$ cat config.mk
export PLATFORM = sky130hd
export DESIGN_NAME = bpc_div_pipe
export DESIGN_NICKNAME = d
export VERILOG_FILES = /design/src/hw/rtl/bpc_div_pipe.sv
export VERILOG_INCLUDE_DIRS = /design/src /design/src/hw/rtl
export SDC_FILE = /design/constraint.sdc
export NUM_CORES = 2
export LEC_CHECK = 0
export ABC_CLOCK_PERIOD_IN_PS = 4850
export BUFFER_PORTS_ARGS = -buffer_cell sky130_fd_sc_hd__buf_2
export CAP_MARGIN = 10
export CELL_PAD_IN_SITES_DETAIL_PLACEMENT = 0
export CELL_PAD_IN_SITES_GLOBAL_PLACEMENT = 1
export CORE_MARGIN = 5
export CORE_UTILIZATION = 54
export CTS_CLUSTER_DIAMETER = 200
export DETAILED_ROUTE_END_ITERATION = 16
export PLACE_DENSITY_LB_ADDON = 0.1
export REMOVE_ABC_BUFFERS = 1
export SLEW_MARGIN = 20
export SYNTH_ARGS = -nofsm -noshare
export SYNTH_HDL_FRONTEND = slang
export SYNTH_SLANG_ARGS = --single-unit
$ cat constraint.sdc
create_clock -name clk -period 4.85 [get_ports clk]
set_clock_uncertainty 0.2 [all_clocks]
set_input_delay 0.97 -clock clk [delete_from_list [all_inputs] [get_ports clk]]
set_output_delay 0.97 -clock clk [all_outputs]
set_load 0.1 [all_outputs]
$ cat src/hw/rtl/baro_pressure_temp_compensation_core_defines.svh
// Assertion macros shared by the compensation core and its divider.
`ifndef BARO_PRESSURE_TEMP_COMPENSATION_CORE_DEFINES_SVH
`define BARO_PRESSURE_TEMP_COMPENSATION_CORE_DEFINES_SVH

`ifndef SYNTHESIS
// Same-cycle implication, sampled on clk, inactive while arst_n is low.
`define BPC_ASSERT_IMP(lbl, ante, cons) \
	lbl: assert property (@(posedge clk) disable iff (!arst_n) (ante) |-> (cons)) \
	else $error("bpc assertion failed");
// Next-cycle implication, sampled on clk, inactive while arst_n is low.
`define BPC_ASSERT_NXT(lbl, ante, cons) \
	lbl: assert property (@(posedge clk) disable iff (!arst_n) (ante) |=> (cons)) \
	else $error("bpc assertion failed");
`else
`define BPC_ASSERT_IMP(lbl, ante, cons)
`define BPC_ASSERT_NXT(lbl, ante, cons)
`endif

`endif

$ cat src/hw/rtl/bpc_div_pipe.sv
// Pipelined unsigned restoring divider, one quotient bit per stage.
`include "baro_pressure_temp_compensation_core_defines.svh"

module bpc_div_pipe #(
	parameter int NUM_W  = 32,
	parameter int DEN_W  = 17,
	parameter int SIDE_W = 1
) (
	input  logic              clk,
	input  logic              arst_n,
	input  logic              en,
	input  logic              in_valid,
	input  logic [NUM_W-1:0]  num,
	input  logic [DEN_W-1:0]  den,
	input  logic [SIDE_W-1:0] side,
	output logic              out_valid,
	output logic [NUM_W-1:0]  quot,
	output logic [SIDE_W-1:0] side_out
);

	// Stage 0 holds the operands; stage k holds k quotient bits.
	logic              vld_s  [NUM_W+1];
	logic [NUM_W-1:0]  num_s  [NUM_W+1];
	logic [DEN_W-1:0]  rem_s  [NUM_W+1];
	logic [DEN_W-1:0]  den_s  [NUM_W+1];
	logic [SIDE_W-1:0] side_s [NUM_W+1];

	// Valid bits move with the data whenever the pipeline advances.
	always_ff @(posedge clk or negedge arst_n) begin
		if (!arst_n) begin
			for (int i = 0; i <= NUM_W; i++) begin
				vld_s[i] <= 1'b0;
			end
		end else if (en) begin
			vld_s[0] <= in_valid;
			for (int i = 1; i <= NUM_W; i++) begin
				vld_s[i] <= vld_s[i-1];
			end
		end
	end

	// Operand capture.
	always_ff @(posedge clk) begin
		if (en) begin
			num_s[0]  <= num;
			rem_s[0]  <= '0;
			den_s[0]  <= den;
			side_s[0] <= side;
		end
	end

	// One trial subtraction per stage; the numerator shifts out as quotient bits shift in.
	for (genvar k = 0; k < NUM_W; k++) begin : g_step
		logic [DEN_W:0] trial;
		logic [DEN_W:0] diff;
		logic           ge;

		assign trial = {rem_s[k], num_s[k][NUM_W-1]};
		assign diff  = trial - {1'b0, den_s[k]};
		assign ge    = trial >= {1'b0, den_s[k]};

		always_ff @(posedge clk) begin
			if (en) begin
				rem_s[k+1]  <= ge ? diff[DEN_W-1:0] : trial[DEN_W-1:0];
				num_s[k+1]  <= {num_s[k][NUM_W-2:0], ge};
				den_s[k+1]  <= den_s[k];
				side_s[k+1] <= side_s[k];
			end
		end
	end

	assign out_valid = vld_s[NUM_W];
	assign quot      = num_s[NUM_W];
	assign side_out  = side_s[NUM_W];

	`BPC_ASSERT_NXT(a_div_shift, en, vld_s[NUM_W] == $past(vld_s[NUM_W-1]))
	`BPC_ASSERT_NXT(a_div_hold, !en, vld_s[NUM_W] == $past(vld_s[NUM_W]))
	`BPC_ASSERT_IMP(a_div_rem, vld_s[NUM_W] && den_s[NUM_W] != '0, rem_s[NUM_W] < den_s[NUM_W])

endmodule

==> results.sh <==
export IMPL_status="completed"
export IMPL_syn_area_per_cell_um2=14.2
export IMPL_async_reset_ff_frac=0.0150
export IMPL_dieArea_um2=188000
export IMPL_fmax_mhz=253
export IMPL_synth_top_cell_area_share=0.668
export IMPL_gp_congestion=0.861
export IMPL_slew_viol_final=0
export IMPL_setup_viol=0
export IMPL_vias=52400
export IMPL_hold_slack_ns=0.0886
export IMPL_grt_max_degree=172
export IMPL_instances_no_fill=9641
export IMPL_final_core_util=0.605
export IMPL_synth_cells=6827
export IMPL_power_density_nw_per_um2=616
export IMPL_grt_use_total=0.184
export IMPL_grt_pass1_vias=51200
export IMPL_insertion_delay_ns=0.86
export IMPL_hold_violations=0
export IMPL_synth_seq_area_share=0.676
export IMPL_hp_class="input port to flip-flop"
export IMPL_syn_area_um2=97100
export IMPL_drt_first_pass_iters=5
export IMPL_period_minus_slack_ns=3.96
export IMPL_fin_tns_setup_ns=0
export IMPL_finalCritPeriodShare=0.816
export IMPL_final_common_cell="edfxtp_1"
export IMPL_remaining_drc_errors=0
export IMPL_initial_core_util=0.544
export IMPL_drtIter0Drc=3558
export IMPL_numCtsBuffers=218
export IMPL_cts_tree="built"
export IMPL_synthFlopType="edfxtp_1"
export IMPL_die_y_um=434
export IMPL_h_tree_depth=4
export IMPL_comb_power_share=0.329
export IMPL_pwr_share_clk=0.254
export IMPL_dpl_cell_count=9225
export IMPL_viasPerCell=5.43
export IMPL_routed_wl_um=174000
export IMPL_path_class="flip-flop to flip-flop"
export IMPL_max_slew_margin=0.283
export IMPL_grt_ovfl_total=0
export IMPL_num_rows=155
export IMPL_cts_buffer_depth=3
export IMPL_area_growth_pct=11.3
export IMPL_cp_max_fo=18
export IMPL_p_leak_nw=42.0
export IMPL_core_um2=179000
export IMPL_maxCapViolCount=0
export IMPL_worst_slew_pin_slew_ns=1.08
export IMPL_power_frac_seq=0.418
export IMPL_critPathLaunchType="flip-flop"
export IMPL_grt_pass1_wl_um=278000
export IMPL_arrival_ns=4.34
export IMPL_nNetsFinal=7707
export IMPL_p_switching_mw=21.2
export IMPL_cts_root_buf="clkbuf_16"
export IMPL_postRouteAntennaNets=0
export IMPL_yosysTopAreaCell="edfxtp_1"
export IMPL_crit_required_ns=5.23
export IMPL_synth_seq_cells=2193
export IMPL_clk_pin_slew_worst_paths_ns=0.06
export IMPL_die_x_um=434
export IMPL_rsz0062_at_grt="no"
export IMPL_cts_repair_resized=0
export IMPL_netlist_cell_type_count=88
export IMPL_final_cell_mix="edfxtp_1, inv_1, ha_1"
export IMPL_ir_drop_mv=0.356
export IMPL_place_port_buffers=87
export IMPL_drive_above_1_share=0.108
export IMPL_ios=88
export IMPL_dpl_hpwl_um=120000
export IMPL_power_internal_mw=45.4
export IMPL_antenna_found_initial=2
export IMPL_endpoint_kind="flip-flop"
export IMPL_synth_edf_count=2160
export IMPL_p_sw_frac=0.319
export IMPL_wl_per_cell_um=18.0
export IMPL_synth_area_leaders="edfxtp_1, ha_1, inv_1"
export IMPL_clock_sinks=2193
export IMPL_yosys_warnings=0
kinds of logic (layout without fill, tap and decap cells):
logic type / count (synthesis) / in the layout / share of synthesized area
other: 0 / 1 / 0
flip-flops: 2193 / 2193 / 0.676
adder cells (fa/ha/maj): 559 / 559 / 0.0743
buffers and inverters: 778 / 1236 / 0.0308
AND/OR/NAND/NOR: 1170 / 1170 / 0.0562
XOR/XNOR: 400 / 400 / 0.0361
multiplexers: 261 / 261 / 0.0309
AO/OA/AOI/OAI: 1466 / 1466 / 0.0954
cells in the mapped netlist, types with 8 or more instances:
library cell	count
nand4_1	72
a211oi_1	45
and2_1	18
o211ai_1	31
edfxtp_1	2160
o21ai_1	24
o21a_1	54
nor3_1	87
o41ai_1	13
or3_1	39
nor2b_1	43
a21oi_2	8
a21oi_1	430
nor2_1	314
and3_1	24
a31o_2	14
o41a_1	9
a31oi_1	54
xor2_1	176
mux2_4	23
nand2b_1	54
nand3_1	57
o21ai_0	351
buf_2	21
nor3b_1	10
mux2_2	219
mux2i_1	18
dfrtp_1	33
or2_2	27
a311oi_1	12
o21bai_1	58
nand2_1	387
fa_1	30
a211o_1	9
xnor2_1	224
o31ai_1	35
a21o_1	208
clkbuf_1	71
ha_1	529
o31a_1	13
nor4_1	12
a21boi_0	18
inv_1	676
power by group through the flow:
stage | sequential, mW | clock, mW | combinational (mW)
after floorplan | 27.2 | 0 | 17.0
final | 27.8 | 16.9 | 21.9
after global placement | 28.3 | 0 | 21.5
after detailed placement | 28.2 | 0 | 21.8
after CTS | 27.9 | 17.4 | 21.9
after global routing | 28.1 | 18.3 | 24.6
stage by stage:
step,cell area (um^2),worst slack (ns),total power [mW]
detailed placement,101000,0.975,50.0
global placement,101000,0.978,49.7
global route,108000,0.677,70.9
finish,108000,0.893,66.6
CTS,108000,0.903,67.2
floorplan,96700,0.755,44.2
registers in the layout, indices dropped and copies added, names as in the netlist:
signal and count:
rem_s 527, den_s 544, side_s 33, vld_s 32, num_s 1056, out_valid 1
critical path: stages, from the launching register on:
cell	delay [ns]
edfxtp_1	0.36
inv_1	0.08
ha_1	0.19
inv_1	0.06
fa_1	0.40
a21o_1	0.22
a31o_1	0.23
a21oi_2	0.23
o21a_2	0.20
o31ai_1	0.09
a221o_1	0.35
a31oi_4	0.66
mux2_2	0.41
what timing repair did:
item	CTS	global route
buffers inserted	0	0
hold buffers	4	0
endpoints found under the hold margin	36	0
layout make-up:
class                   count  area (um^2)
inverters                 677         2540
clock inverters           141         1510
repair buffers            148         1140
multi-input cells        3856        28500
clock buffers             270         5780
fillers                 13500        70500
flip-flops and latches   2193        65700
well taps                2355         2950
diodes                      1         2.50
metal layers:
layer	vias to the layer above	GRT usage	part of all wire	wire (um)
met1	25300	0.256	0.46	79800
met2	804	0.306	0.48	83500
met4	2	0.0525	0.025	4300
li1	26000	-	-	-
met5	-	0	0.000075	13
met3	309	0.0272	0.035	6050
worst paths after layout:
kind / slack (ns) / to / cells past startpoint / start
worst max register to register: 0.89 / rem_s[0][481]$_DFFE_PP_ / 12 / num_s[1][383]$_DFFE_PP_
min in group asynchronous: 0.53 / vld_s[32]$_DFFE_PN0P_ / 2 / arst_n
max in group asynchronous: 3.45 / vld_s[21]$_DFFE_PN0P_ / 2 / arst_n
worst max-delay path: 0.89 / rem_s[0][481]$_DFFE_PP_ / 12 / num_s[1][383]$_DFFE_PP_
worst min register to register: 0.20 / num_s[0][278]$_DFFE_PP_ / 0 / num_s[0][245]$_DFFE_PP_
worst min-delay path: 0.09 / den_s[0][4]$_DFFE_PP_ / 1 / den[4]
Power figures use the tool's default switching activity.
